## src/rtl/b64le_pkg.sv

```systemverilog
// Package for the Base64 line encoder: character constants and the
// standard alphabet lookup. No dependencies.
package b64le_pkg;

    localparam logic [7:0] CHAR_PAD = 8'h3D;  // '='
    localparam logic [7:0] CHAR_CR  = 8'h0D;
    localparam logic [7:0] CHAR_LF  = 8'h0A;

    localparam logic [7:0] LINE_WIDTH_RESET = 8'd76;

    // Number of characters a single input byte can produce.
    localparam int unsigned MAX_CHARS = 6;

    typedef logic [7:0] char_t;
    typedef char_t      char_batch_t [MAX_CHARS];

    // Maps a 6-bit sextet to its character in the standard alphabet.
    function automatic char_t b64_char(input logic [5:0] sextet);
        char_t ch;
        if (sextet < 6'd26) begin
            ch = 8'd65 + {2'b00, sextet};          // 'A'..'Z'
        end else if (sextet < 6'd52) begin
            ch = 8'd71 + {2'b00, sextet};          // 'a'..'z'
        end else if (sextet < 6'd62) begin
            ch = {2'b00, sextet} - 8'd4;           // '0'..'9'
        end else if (sextet == 6'd62) begin
            ch = 8'h2B;                            // '+'
        end else begin
            ch = 8'h2F;                            // '/'
        end
        return ch;
    endfunction

endpackage

```

## src/rtl/base64_line_encoder_top.sv

```systemverilog
// Streaming Base64 encoder with CR LF line wrapping after full groups.
// Depends on b64le_pkg for the alphabet and character constants.
//
// A byte beat is accepted in any cycle in which the staging register is free,
// so bytes may arrive back to back. Each accepted byte is encoded in the same
// cycle into a batch of zero, four or six characters (four per group, plus
// CR LF when the line fills; a final partial group gives four with '='
// padding). Characters leave one per cycle on the m_ side while m_tready is
// high, so the sustained rate is set by that port: four to six characters
// per three bytes. One batch can wait in the staging register while the
// previous one is still being sent. line_width is written through the cfg_
// channel, which is always ready.
module base64_line_encoder_top
    import b64le_pkg::*;
(
    input  logic       aclk,
    input  logic       aresetn,

    input  logic       cfg_valid,
    output logic       cfg_ready,
    input  logic [7:0] cfg_data,     // line_width

    input  logic       s_tvalid,
    output logic       s_tready,
    input  logic [7:0] s_tdata,      // [7:0] data_byte
    input  logic       s_tlast,      // final_byte

    output logic       m_tvalid,
    input  logic       m_tready,
    output logic [7:0] m_tdata,      // [7:0] out_char
    output logic       m_tlast       // last_char
);

    logic [7:0]  line_width_reg;
    logic [15:0] pend_bytes_reg, pend_bytes_next;
    logic [1:0]  pend_cnt_reg, pend_cnt_next;
    logic [7:0]  line_cnt_reg, line_cnt_next;

    char_batch_t gen_chars;
    logic [2:0]  gen_cnt;

    char_batch_t batch_chars_reg;
    logic [2:0]  batch_cnt_reg;
    logic        batch_fin_reg;
    logic        batch_valid_reg;

    char_batch_t out_chars_reg;
    logic [2:0]  out_cnt_reg;
    logic [2:0]  out_idx_reg;
    logic        out_fin_reg;
    logic        out_valid_reg;

    logic        s_fire, m_fire, out_last_beat, out_free, batch_take;
    logic [23:0] group;
    logic [17:0] pair;
    logic [8:0]  line_sum;
    logic        line_break;

    assign cfg_ready = 1'b1;

    always_ff @(posedge aclk) begin
        if (!aresetn) begin
            line_width_reg <= LINE_WIDTH_RESET;
        end else if (cfg_valid && cfg_ready) begin
            line_width_reg <= cfg_data;
        end
    end

    // Encode the incoming byte against the pending bytes.
    always_comb begin
        group      = {pend_bytes_reg, s_tdata};
        pair       = {pend_bytes_reg[7:0], s_tdata, 2'b00};
        line_sum   = {1'b0, line_cnt_reg} + 9'd4;
        line_break = line_sum >= {1'b0, line_width_reg};

        for (int i = 0; i < MAX_CHARS; i++) begin
            gen_chars[i] = CHAR_PAD;
        end
        gen_cnt         = 3'd0;
        pend_bytes_next = pend_bytes_reg;
        pend_cnt_next   = pend_cnt_reg;
        line_cnt_next   = line_cnt_reg;

        if (pend_cnt_reg[1]) begin
            gen_chars[0] = b64_char(group[23:18]);
            gen_chars[1] = b64_char(group[17:12]);
            gen_chars[2] = b64_char(group[11:6]);
            gen_chars[3] = b64_char(group[5:0]);
            gen_chars[4] = CHAR_CR;
            gen_chars[5] = CHAR_LF;
            if (line_break) begin
                gen_cnt       = 3'd6;
                line_cnt_next = 8'd0;
            end else begin
                gen_cnt       = 3'd4;
                line_cnt_next = line_sum[7:0];
            end
            pend_bytes_next = 16'd0;
            pend_cnt_next   = 2'd0;
        end else if (s_tlast && pend_cnt_reg == 2'd0) begin
            gen_chars[0] = b64_char(s_tdata[7:2]);
            gen_chars[1] = b64_char({s_tdata[1:0], 4'b0000});
            gen_cnt      = 3'd4;
        end else if (s_tlast) begin
            gen_chars[0] = b64_char(pair[17:12]);
            gen_chars[1] = b64_char(pair[11:6]);
            gen_chars[2] = b64_char(pair[5:0]);
            gen_cnt      = 3'd4;
        end else begin
            pend_bytes_next = {pend_bytes_reg[7:0], s_tdata};
            pend_cnt_next   = pend_cnt_reg + 2'd1;
        end

        // The end of a message returns the encoder to its starting state.
        if (s_tlast) begin
            pend_bytes_next = 16'd0;
            pend_cnt_next   = 2'd0;
            line_cnt_next   = 8'd0;
        end
    end

    assign out_last_beat = out_idx_reg == (out_cnt_reg - 3'd1);
    assign m_fire        = out_valid_reg && m_tready;
    assign out_free      = !out_valid_reg || (m_tready && out_last_beat);
    assign batch_take    = batch_valid_reg && out_free;
    assign s_tready      = !batch_valid_reg || batch_take;
    assign s_fire        = s_tvalid && s_tready;

    always_ff @(posedge aclk) begin
        if (!aresetn) begin
            pend_bytes_reg <= 16'd0;
            pend_cnt_reg   <= 2'd0;
            line_cnt_reg   <= 8'd0;
        end else if (s_fire) begin
            pend_bytes_reg <= pend_bytes_next;
            pend_cnt_reg   <= pend_cnt_next;
            line_cnt_reg   <= line_cnt_next;
        end
    end

    // Staging register: holds one encoded batch until the output side is free.
    always_ff @(posedge aclk) begin
        if (!aresetn) begin
            batch_valid_reg <= 1'b0;
        end else if (s_fire && gen_cnt != 3'd0) begin
            batch_valid_reg <= 1'b1;
        end else if (batch_take) begin
            batch_valid_reg <= 1'b0;
        end
    end

    always_ff @(posedge aclk) begin
        if (s_fire && gen_cnt != 3'd0) begin
            batch_chars_reg <= gen_chars;
            batch_cnt_reg   <= gen_cnt;
            batch_fin_reg   <= s_tlast;
        end
    end

    // Output buffer: sends its characters one beat at a time.
    always_ff @(posedge aclk) begin
        if (!aresetn) begin
            out_valid_reg <= 1'b0;
            out_idx_reg   <= 3'd0;
        end else if (out_free) begin
            out_valid_reg <= batch_valid_reg;
            out_idx_reg   <= 3'd0;
        end else if (m_fire) begin
            out_idx_reg <= out_idx_reg + 3'd1;
        end
    end

    always_ff @(posedge aclk) begin
        if (batch_take) begin
            out_chars_reg <= batch_chars_reg;
            out_cnt_reg   <= batch_cnt_reg;
            out_fin_reg   <= batch_fin_reg;
        end
    end

    assign m_tvalid = out_valid_reg;
    assign m_tdata  = out_chars_reg[out_idx_reg];
    assign m_tlast  = out_fin_reg && out_last_beat;

`ifndef SYNTHESIS
    a_out_idx_in_range: assert property (@(posedge aclk) disable iff (!aresetn)
        out_valid_reg |-> (out_cnt_reg != 3'd0 && out_idx_reg < out_cnt_reg))
        else $error("output index beyond the loaded batch");

    a_pend_cnt_legal: assert property (@(posedge aclk) disable iff (!aresetn)
        pend_cnt_reg != 2'd3)
        else $error("pending count reached three");

    a_line_cnt_groups: assert property (@(posedge aclk) disable iff (!aresetn)
        line_cnt_reg[1:0] == 2'b00)
        else $error("line count is not a whole number of groups");

    a_final_clears: assert property (@(posedge aclk) disable iff (!aresetn)
        (s_fire && s_tlast) |=> (pend_cnt_reg == 2'd0 && line_cnt_reg == 8'd0))
        else $error("state not cleared after the final byte");

    a_batch_drains: assert property (@(posedge aclk) disable iff (!aresetn)
        (batch_valid_reg && !out_valid_reg) |=> out_valid_reg)
        else $error("staged batch did not move to the output buffer");
`endif

endmodule
```

## config.mk

```make
export PLATFORM = sky130hd
export DESIGN_NAME = base64_line_encoder_top
export DESIGN_NICKNAME = d
export VERILOG_FILES = /design/src/rtl/b64le_pkg.sv /design/src/rtl/base64_line_encoder_top.sv
export SDC_FILE = /design/constraint.sdc
export NUM_CORES = 1
export LEC_CHECK = 0
export BUFFER_PORTS_ARGS = -buffer_cell sky130_fd_sc_hd__buf_4
export CORE_MARGIN = 2
export CORE_UTILIZATION = 57
export DETAILED_ROUTE_END_ITERATION = 10
export PLACE_DENSITY = 0.84
export SYNTH_ARGS = -nofsm -noshare
export SYNTH_HDL_FRONTEND = slang
export SYNTH_SLANG_ARGS = --single-unit
```

## constraint.sdc

```tcl
create_clock -name aclk -period 2.9 [get_ports aclk]
set_input_delay 0 -clock aclk [delete_from_list [all_inputs] [get_ports aclk]]
set_output_delay 0 -clock aclk [all_outputs]
set_load 0.01 [all_outputs]
```

==> results.sh <==
export IMPL_synth_area_mm2=0.00749
export IMPL_synthMuxAreaShare=0.0486
export IMPL_io_pin_count=34
export IMPL_fin_crit_sh=0.890
export IMPL_grt_max_degree=38
export IMPL_synthFlopType="edfxtp_1"
export IMPL_worst_pin_slew_ns=0.896
export IMPL_power_per_cell_area_mw_per_mm2=432
export IMPL_finalSetupTns_ns=0
export IMPL_synth_edff_count=74
export IMPL_synthSimpleGateAreaFrac=0.174
export IMPL_ys_async_sr_fraction=0
export IMPL_synth_fa_ha_area_frac=0.0735
export IMPL_yosys_area_share_xor_xnor=0.0338
export IMPL_total_power_uw=3620
export IMPL_drive_gt1_frac=0.116
export IMPL_vdd_drop_max_mv=0.379
export IMPL_synth_cell_types=77
export IMPL_synth_commonest_cells="nand2_1, edfxtp_1, inv_1"
export IMPL_io_buffers=32
export IMPL_cts_tree="yes"
export IMPL_vias_per_cell=6.60
export IMPL_ys_top_cells_by_area="edfxtp_1, dfxtp_1, ha_1"
export IMPL_gr_usage_all_layers=0.298
export IMPL_hold_class="input port to flip-flop"
export IMPL_end_kind="flip-flop"
export IMPL_place_hpwl_um=14300
export IMPL_rows=41
export IMPL_nets=904
export IMPL_wl_per_cell_um=20.6
export IMPL_synthCells=812
export IMPL_required_ns=3.12
export IMPL_fp_dieH_um=119
export IMPL_outcome="finished clean"
export IMPL_antenna_found_initial=0
export IMPL_gr_total_overflow=0
export IMPL_start_kind="flip-flop"
export IMPL_syn_nets=878
export IMPL_drt_total_wl_um=20900
export IMPL_rsz0062_at_grt="no"
export IMPL_yosys_area_top_type_share=0.297
export IMPL_drtIter0Drc=884
export IMPL_grt_pass1_vias=6155
export IMPL_skew_ns=0.0183
export IMPL_area_growth_pct=12.0
export IMPL_clockRootBuffer="clkbuf_16"
export IMPL_cp_data_arrival_time_ns=2.80
export IMPL_crit_fanout=5
export IMPL_drv_slew=0
export IMPL_diodes=0
export IMPL_die_x_um=119
export IMPL_path_clk_slew_ns=0.09
export IMPL_critPathKind="flip-flop to flip-flop"
export IMPL_setup_viol=0
export IMPL_coreArea_mm2=0.0127
export IMPL_ys_ff_latch=111
export IMPL_finalHoldViolations=0
export IMPL_p_leak_uw=0.00303
export IMPL_slew_headroom=0.403
export IMPL_min_period_ns=2.58
export IMPL_max_clock_freq_ghz=0.388
export IMPL_ant_nets=0
export IMPL_initial_core_util=0.588
export IMPL_yosysWarnings=0
export IMPL_via_count=6697
export IMPL_synth_most_common_cell="nand2_1"
export IMPL_first_pass_iters=6
export IMPL_gp_congestion=0.954
export IMPL_yosys_area_top_type="edfxtp_1"
export IMPL_synth_top_family_by_area="compound AO/OA/AOI/OAI gates"
export IMPL_ys_seq_area_frac=0.396
export IMPL_drv_cap=0
export IMPL_dieArea_mm2=0.0141
export IMPL_grt_pass1_wl_um=33100
export IMPL_clock_sinks=111
export IMPL_clk_latency_ns=0.36
export IMPL_cts_buffers=9
export IMPL_clockBufferDepth=2
export IMPL_synth_compound_area_frac=0.215
export IMPL_drc=0
export IMPL_htree_levels=3
export IMPL_avgSynthCellArea_um2=9.22
cell families after synthesis:
group                      after synthesis
adders and majority gates               44
muxes                                   28
AOI/OAI and AO/OA                      235
buffers and inverters                  109
other                                    1
xor gates and xnor gates                28
DFF                                    111
and+or+nand+nor                        256
path summary, 6_finish.rpt:
kind,startpoint,end,slack [ns],depth (start not counted)
max reg2reg,line_cnt_reg[2],line_cnt_reg[6],0.32,11
min reg2reg,batch_cnt_reg[2],out_cnt_reg[2],0.41,0
min,s_tdata[2],pend_bytes_reg[2],0.02,3
max,line_cnt_reg[2],line_cnt_reg[6],0.32,11
per-layer routing:
metal / wire length [um] / GRT usage / share of wire
met3: 1970 / 0.0468 / 0.094
met5: 0 / 0 / 0
met1: 8290 / 0.407 / 0.40
met4: 750 / 0.100 / 0.036
met2: 9890 / 0.483 / 0.47
layout make-up:
| class | count | area, um2 |
|---|---|---|
| clock buffers | 9 | 225 |
| flip-flops and latches | 111 | 2960 |
| well taps | 172 | 215 |
| repair buffers | 73 | 606 |
| multi-input cells | 592 | 4090 |
| fillers | 1023 | 4340 |
| inverters | 51 | 191 |
| clock inverters | 7 | 92.6 |
critical path, cell delays in order (launching register included):
cell	delay (ns)
dfxtp_1	0.41
and3_1	0.24
nand3_1	0.14
xor2_1	0.29
inv_1	0.10
ha_1	0.34
nand4_1	0.09
a21oi_1	0.19
nor4_1	0.09
buf_4	0.16
a22oi_1	0.25
mux2i_1	0.14
stage by stage:
| stage | worst slack, ns | util | area (um2) | hold WS [ns] | cells |
|---|---|---|---|---|---|
| after floorplan | 0.407 | - | 7490 | 0.0989 | 812 |
| after global placement | 0.571 | 0.620 | 7890 | 0.216 | 981 |
| after detailed placement | 0.454 | 0.620 | 7890 | 0.223 | 981 |
| after CTS | 0.417 | 0.659 | 8380 | 0.00523 | 1015 |
| after global routing | 0.130 | 0.659 | 8380 | 0.0130 | 1015 |
| final | 0.320 | 0.659 | 8380 | 0.0205 | 1015 |
where the power goes:
group          internal, uW  total, uW  switching (uW)
Combinational           211        535             324
Sequential             1750       1780            34.4
Clock                   695       1310             611
cell usage in the layout (no fill, tap or decap), types with 5 or more instances in the layout:
master / count
dfxtp_1: 37
a211oi_1: 15
a221oi_1: 5
nor3_1: 13
nand4_1: 5
a22oi_1: 6
dlygate4sd3_1: 18
nor2b_1: 21
clkbuf_16: 9
nand2b_1: 12
nor2_1: 34
a21oi_1: 48
buf_4: 54
nand4b_1: 6
o211ai_1: 9
mux2i_1: 17
mux4_2: 6
o21ai_0: 37
edfxtp_1: 74
o21a_1: 5
o22ai_1: 9
a21boi_1: 19
or3_1: 7
xnor2_1: 23
nand3_1: 40
o31ai_1: 10
a21o_1: 13
a31oi_1: 12
inv_1: 51
nor4_1: 10
nand2_1: 81
and3_1: 5
ha_1: 44
what timing repair did:
item,4_1_cts,5_1_grt
gates resized for setup,0,0
hold buffers,18,0
hold endpoints to repair,13,0
buffers inserted,0,0
No activity file was read; power rests on OpenSTA's default activity.
